### src/hw/rtl/rde_pkg.sv
package rde_pkg;

  localparam int unsigned VALUE_WIDTH = 31;
  localparam int unsigned DIGIT_WIDTH = 5;
  localparam int unsigned CHAR_WIDTH  = 7;
  localparam int unsigned CNT_WIDTH   = $clog2(VALUE_WIDTH + 1);
  localparam int unsigned IDX_WIDTH   = $clog2(VALUE_WIDTH);
  localparam int unsigned IN_TDATA_W  = ((VALUE_WIDTH + 7) / 8) * 8;
  localparam int unsigned OUT_FIELD_W = DIGIT_WIDTH + CHAR_WIDTH;
  localparam int unsigned OUT_TDATA_W = ((OUT_FIELD_W + 7) / 8) * 8;
  localparam int unsigned APB_ADDR_W  = 3;
  localparam int unsigned APB_DATA_W  = 32;

  localparam logic RegRadix = 1'b0;

  localparam logic [DIGIT_WIDTH-1:0] RadixMin   = 5'd2;
  localparam logic [DIGIT_WIDTH-1:0] RadixMax   = 5'd20;
  localparam logic [DIGIT_WIDTH-1:0] RadixReset = 5'd10;
  localparam logic [DIGIT_WIDTH-1:0] DecimalLim = 5'd10;
  localparam logic [CHAR_WIDTH-1:0]  LetterOffs = 7'd55;
  localparam logic [CHAR_WIDTH-1:0]  ZeroChar   = 7'd48;

  typedef struct packed {
    logic                   start;
    logic [VALUE_WIDTH-1:0] dividend;
    logic [DIGIT_WIDTH-1:0] divisor;
  } div_req_t;

  typedef struct packed {
    logic                   busy;
    logic                   done;
    logic [VALUE_WIDTH-1:0] quot;
    logic [DIGIT_WIDTH-1:0] rem;
  } div_res_t;

  function automatic logic [DIGIT_WIDTH-1:0] eff_radix(input logic [DIGIT_WIDTH-1:0] r);
    logic [DIGIT_WIDTH-1:0] res;
    res = r;
    if (r < RadixMin) begin
      res = RadixMin;
    end else if (r > RadixMax) begin
      res = RadixMax;
    end
    return res;
  endfunction

  function automatic logic [CHAR_WIDTH-1:0] char_of(input logic [DIGIT_WIDTH-1:0] d);
    logic [CHAR_WIDTH-1:0] res;
    if (d >= DecimalLim) begin
      res = LetterOffs + CHAR_WIDTH'(d);
    end else begin
      res = ZeroChar + CHAR_WIDTH'(d);
    end
    return res;
  endfunction

endpackage

### src/hw/rtl/rde_divider.sv
module rde_divider (
  input  logic              clk_i,
  input  logic              rst_ni,
  input  rde_pkg::div_req_t req_i,
  output rde_pkg::div_res_t res_o
);

  localparam int unsigned W  = rde_pkg::VALUE_WIDTH;
  localparam int unsigned DW = rde_pkg::DIGIT_WIDTH;
  localparam int unsigned IW = rde_pkg::IDX_WIDTH;

  logic [W-1:0]  quot_q;
  logic [DW-1:0] rem_q;
  logic [DW-1:0] divisor_q;
  logic [IW-1:0] cnt_q;
  logic          busy_q;
  logic          done_q;

  logic [DW:0] trial;
  logic [DW:0] diff;
  logic        ge;

  // One quotient bit per cycle, restoring division.
  always_comb begin
    trial = {rem_q, quot_q[W-1]};
    ge    = trial >= {1'b0, divisor_q};
    diff  = trial - {1'b0, divisor_q};
  end

  always_ff @(posedge clk_i or negedge rst_ni) begin
    if (!rst_ni) begin
      busy_q <= 1'b0;
      done_q <= 1'b0;
      cnt_q  <= '0;
    end else if (req_i.start) begin
      busy_q <= 1'b1;
      done_q <= 1'b0;
      cnt_q  <= '0;
    end else if (busy_q) begin
      cnt_q <= cnt_q + IW'(1);
      if (cnt_q == IW'(W - 1)) begin
        busy_q <= 1'b0;
        done_q <= 1'b1;
      end
    end else begin
      done_q <= 1'b0;
    end
  end

  always_ff @(posedge clk_i) begin
    if (req_i.start) begin
      quot_q    <= req_i.dividend;
      rem_q     <= '0;
      divisor_q <= req_i.divisor;
    end else if (busy_q) begin
      quot_q <= {quot_q[W-2:0], ge};
      rem_q  <= ge ? diff[DW-1:0] : trial[DW-1:0];
    end
  end

  assign res_o.busy = busy_q;
  assign res_o.done = done_q;
  assign res_o.quot = quot_q;
  assign res_o.rem  = rem_q;

endmodule

### src/hw/rtl/radix_digit_emitter.sv
// Channel  | Direction | Handshake               | Payload
// s_axis   | in        | s_axis_tvalid/tready    | tdata: value
// m_axis   | out       | m_axis_tvalid/tready    | tdata: digit_value, digit_char; tlast: last
// apb      | in        | psel/penable/pready     | paddr[2]=0: radix
//
// Each digit comes from the bit-serial divider, which yields one quotient bit per cycle.
// An input word of n digits takes one division per digit, then its n digits are emitted.
// Digits leave most significant first through an output register.
// The input side is ready again once the last digit has been loaded into that register.
// Reset restores radix 10 and clears all control state.
module radix_digit_emitter (
  input  logic                               clk_i,
  input  logic                               rst_ni,
  input  logic                               s_axis_tvalid,
  output logic                               s_axis_tready,
  // [30:0] value
  input  logic [rde_pkg::IN_TDATA_W-1:0]     s_axis_tdata,
  output logic                               m_axis_tvalid,
  input  logic                               m_axis_tready,
  // [4:0] digit_value, [11:5] digit_char
  output logic [rde_pkg::OUT_TDATA_W-1:0]    m_axis_tdata,
  output logic                               m_axis_tlast,
  input  logic                               psel,
  input  logic                               penable,
  input  logic                               pwrite,
  input  logic [rde_pkg::APB_ADDR_W-1:0]     paddr,
  input  logic [rde_pkg::APB_DATA_W-1:0]     pwdata,
  output logic [rde_pkg::APB_DATA_W-1:0]     prdata,
  output logic                               pready
);

  localparam int unsigned W  = rde_pkg::VALUE_WIDTH;
  localparam int unsigned DW = rde_pkg::DIGIT_WIDTH;
  localparam int unsigned CW = rde_pkg::CNT_WIDTH;
  localparam int unsigned IW = rde_pkg::IDX_WIDTH;

  typedef enum logic [1:0] {
    StIdle,
    StDiv,
    StEmit
  } state_e;

  state_e        state_q, state_d;
  logic [DW-1:0] radix_q, radix_d;
  logic [DW-1:0] base_q, base_d;
  logic [W-1:0]  quot_q, quot_d;
  logic [CW-1:0] cnt_q, cnt_d;
  logic [IW-1:0] idx_q, idx_d;
  logic          start_q, start_d;
  logic          mvalid_q, mvalid_d;
  logic [DW-1:0] odigit_q, odigit_d;
  logic          olast_q, olast_d;

  logic [DW-1:0] store_q [W];

  rde_pkg::div_req_t div_req;
  rde_pkg::div_res_t div_res;

  logic          s_hs;
  logic          cfg_wr;
  logic          out_free;
  logic [CW-1:0] cnt_inc;

  assign pready        = 1'b1;
  assign prdata        = rde_pkg::APB_DATA_W'(radix_q);
  assign cfg_wr        = psel && penable && pwrite && pready
                         && (paddr[2] == rde_pkg::RegRadix);
  assign s_axis_tready = (state_q == StIdle);
  assign s_hs          = s_axis_tvalid && s_axis_tready;
  assign out_free      = !mvalid_q || m_axis_tready;
  assign cnt_inc       = cnt_q + CW'(1);

  assign div_req.start    = start_q;
  assign div_req.dividend = quot_q;
  assign div_req.divisor  = base_q;

  rde_divider u_div (
    .clk_i  (clk_i),
    .rst_ni (rst_ni),
    .req_i  (div_req),
    .res_o  (div_res)
  );

  always_comb begin
    state_d  = state_q;
    radix_d  = radix_q;
    base_d   = base_q;
    quot_d   = quot_q;
    cnt_d    = cnt_q;
    idx_d    = idx_q;
    start_d  = 1'b0;
    mvalid_d = mvalid_q && !m_axis_tready;
    odigit_d = odigit_q;
    olast_d  = olast_q;

    if (cfg_wr) begin
      radix_d = pwdata[DW-1:0];
    end

    unique case (state_q)
      StIdle: begin
        if (s_hs) begin
          quot_d  = s_axis_tdata[W-1:0];
          base_d  = rde_pkg::eff_radix(radix_q);
          cnt_d   = '0;
          start_d = 1'b1;
          state_d = StDiv;
        end
      end
      StDiv: begin
        if (div_res.done) begin
          quot_d = div_res.quot;
          cnt_d  = cnt_inc;
          if ((div_res.quot != '0) && (cnt_inc < CW'(W))) begin
            start_d = 1'b1;
          end else begin
            idx_d   = cnt_q[IW-1:0];
            state_d = StEmit;
          end
        end
      end
      StEmit: begin
        if (out_free) begin
          mvalid_d = 1'b1;
          odigit_d = store_q[idx_q];
          olast_d  = (idx_q == '0);
          if (idx_q == '0) begin
            state_d = StIdle;
          end else begin
            idx_d = idx_q - IW'(1);
          end
        end
      end
      default: begin
        state_d = StIdle;
      end
    endcase
  end

  always_ff @(posedge clk_i or negedge rst_ni) begin
    if (!rst_ni) begin
      state_q  <= StIdle;
      radix_q  <= rde_pkg::RadixReset;
      base_q   <= rde_pkg::RadixReset;
      quot_q   <= '0;
      cnt_q    <= '0;
      idx_q    <= '0;
      start_q  <= 1'b0;
      mvalid_q <= 1'b0;
      odigit_q <= '0;
      olast_q  <= 1'b0;
    end else begin
      state_q  <= state_d;
      radix_q  <= radix_d;
      base_q   <= base_d;
      quot_q   <= quot_d;
      cnt_q    <= cnt_d;
      idx_q    <= idx_d;
      start_q  <= start_d;
      mvalid_q <= mvalid_d;
      odigit_q <= odigit_d;
      olast_q  <= olast_d;
    end
  end

  always_ff @(posedge clk_i) begin
    if ((state_q == StDiv) && div_res.done) begin
      store_q[cnt_q[IW-1:0]] <= div_res.rem;
    end
  end

  assign m_axis_tvalid = mvalid_q;
  assign m_axis_tlast  = olast_q;
  assign m_axis_tdata  = rde_pkg::OUT_TDATA_W'({rde_pkg::char_of(odigit_q), odigit_q});

  a_start_idle_div : assert property (@(posedge clk_i) disable iff (!rst_ni)
    start_q |-> !div_res.busy)
    else $error("divider started while busy");

  a_done_in_div : assert property (@(posedge clk_i) disable iff (!rst_ni)
    div_res.done |-> (state_q == StDiv))
    else $error("divider result outside division phase");

  a_emit_index : assert property (@(posedge clk_i) disable iff (!rst_ni)
    (state_q == StEmit) |-> (CW'(idx_q) < cnt_q))
    else $error("emit index beyond stored digits");

  a_digit_range : assert property (@(posedge clk_i) disable iff (!rst_ni)
    m_axis_tvalid |-> (odigit_q < base_q))
    else $error("digit not below radix");

endmodule
### config.mk
export PLATFORM = sky130hd
export DESIGN_NAME = radix_digit_emitter
export DESIGN_NICKNAME = d
export VERILOG_FILES = /design/src/hw/rtl/rde_pkg.sv /design/src/hw/rtl/rde_divider.sv /design/src/hw/rtl/radix_digit_emitter.sv
export SDC_FILE = /design/constraint.sdc
export NUM_CORES = 1
export LEC_CHECK = 0
export ABC_AREA = 1
export BUFFER_PORTS_ARGS = -buffer_cell sky130_fd_sc_hd__buf_2
export CAP_MARGIN = 15
export CORE_ASPECT_RATIO = 1.5
export CORE_UTILIZATION = 25
export CTS_BUF_LIST = sky130_fd_sc_hd__clkbuf_16
export CTS_CLUSTER_DIAMETER = 80
export CTS_CLUSTER_SIZE = 40
export DETAILED_ROUTE_END_ITERATION = 12
export GPL_ROUTABILITY_DRIVEN = 0
export PLACE_DENSITY = 0.38
export REMOVE_ABC_BUFFERS = 1
export SLEW_MARGIN = 15
export SYNTH_ARGS = -nofsm -noshare
export SYNTH_HDL_FRONTEND = slang
export SYNTH_HIERARCHICAL = 1
export SYNTH_SLANG_ARGS = --single-unit
### constraint.sdc
create_clock -name clk_i -period 2.2 [get_ports clk_i]
set_input_delay 0 -clock clk_i [delete_from_list [all_inputs] [get_ports clk_i]]
set_output_delay 0 -clock clk_i [all_outputs]
set_load 0.02 [all_outputs]
==> run metrics <==
Num CTS Buffers=14; Starting Density=0.254; die height=about 270 um; Met3 Wirelength=approximately 760 um; status=finished clean; final core utilization=0.298; Tot Pwr=between 15000 and 20000 uW; largest net degree at the start of global routing=70; CP endpoint kind=output pin; final count of hold timing violations=0; Arr. time, crit path=about 1.9 ns; Relative slew margins=0.635; # rows=slightly below 100; first-pass iteration count of the detailed router=5; fill cell count=about 5100; synth warn=6; Critical Path Source Type=flip-flop; synthesized cell area=roughly 12000 sq um; Reg clk slew, reported paths=between 0.1 and 0.15 ns; antenna cells=0; vias=8800; commonest cells after routing, fill and taps aside=nand2_1 (448), edfxtp_1 (191), nand3_1 (141), nor2_1 (103), inv_1 (98); CP Class=flip-flop to output pin; LEAKAGE=roughly 0.0061 uW; area of the die=50300 sq um; cell area after layout=between 10000 and 15000 sq um; chip width=184 um; highest routed layer=met4; fin nets=1510; first-pass GRT wire length=slightly above 50 mm; Cell Pwr Density=roughly 1000 nW/um^2; worst skew pair latency=about 0.53 ns; drt initial violations=roughly 380; Placed Area=13500 sq um; Ports=126; vias in the first global route=between 8000 and 9000; WL/cell=between 15 and 20 um; DR vias/cell=approximately 4.2; worst-path fanout max=7; syn_area_per_cell=approximately 9.5 sq um; pre-CTS WS=around 0.28 ns; met1 wire length=approximately 13 mm; Worst Max-Slew Pin Slew=0.546 ns; total track usage=0.130; # port buffers=63; Mapped Cells=1302; final-report max-slew violation count=0; max-cap violations=0; WP data required=around 2.2 ns; CTS tree=built; total congestion overflow=0; Period Utilization, post-route=0.875; VDD IR max=0.641 mV; clock skew=roughly 0.044 ns; maximum root-to-sink buffer count=3; final wirelength=between 30 and 40 mm; Core Box Area=just under 50000 sq um; met2 routed WL=between 15 and 20 mm; crit path time final=between 1.5 and 2 ns; commonest non-fill, non-tap cell in the layout=nand2_1; Detail Placement HPWL=21.2 mm; Setup-failing EPs final=0; hold_ws=between 0.01 and 0.015 ns; layout cells sized above 1=0.129; root buffer cell=clkbuf_16; initial antenna violation count=0; worst setup margin=0.275 ns; Sink Count=264; unrepaired setup endpoints after global routing=false; Routed Antenna Nets=0; CP startpoint=odigit_q[3]; H-tree Lvls=1; DRC=0; Hold Crit Class=input port to async pin; reg2reg start=state_q[1]; fmax=520 MHz; Syn-to-layout area delta=17.5%
routing by layer:
layer | global-route usage | vias to the layer above
met5 | 0 | -
met4 | 0.0333 | 0
met3 | 0.00983 | 25
met2 | 0.259 | 142
met1 | 0.146 | 4196
li1 | - | 4437
per-stage QoR:
stage               cells  setup TNS (ns)
floorplan            1245          -13.62
global placement     2016               0
detailed placement   2016               0
CTS                  2084               0
global route         2084               0
finish               2084               0
repair_timing:
item | in CTS | in global routing
setup buffers | 0 | 0
endpoints found under the hold margin | 108 | 0
setup endpoints to repair | 0 | 1
resized for setup | 0 | 1
hold buffers | 44 | 0
final timing paths:
path / endpoint / slack (ns) / cells past startpoint
worst max-delay path: m_axis_tdata[6] / 0.28 / 7
worst min-delay path: base_q[4] / 0.01 / 3
worst max register to register: store_q[8][1] / 0.36 / 9
worst min register to register: u_div/divisor_q[4] / 0.47 / 0
max in group asynchronous: idx_q[0] / 1.80 / 3
min in group clk_i: m_axis_tvalid / 0.23 / 3
critical path, cell delays in order (launching register included):
cell	delay, ns
dfrtp_2	0.45
inv_1	0.08
o21ai_0	0.22
inv_1	0.07
nand2_1	0.15
inv_1	0.08
o21ai_0	0.15
buf_2	0.19
area by class of cell:
cell class                 instances  area (sq um)  area share
inverter                         113           434      0.0299
clock inverter                     9           185      0.0127
multi-input combinational        868          3940       0.271
clock buffer                      15           375      0.0258
tap                              656           821      0.0565
timing repair buffer             159          1220      0.0842
sequential                       264          7540       0.519
power by group:
part | total, uW | internal, uW | switching, uW
combinational | 4280 | 1410 | 2880
clock | 3430 | 1510 | 1920
sequential | 7420 | 6780 | 639
flip-flops by register name, indices dropped and copies added (netlist names):
register / count
base_q: 5
cnt_q: 5
idx_q: 5
m_axis_tlast: 1
m_axis_tvalid: 1
odigit_q: 5
quot_q: 31
radix_q: 5
start_q: 1
state_q: 2
store_q: 155
u_div/busy_q: 1
u_div/cnt_q: 5
u_div/divisor_q: 5
u_div/done_q: 1
u_div/quot_q: 31
u_div/rem_q: 5
(Power assumes the default switching activity.)
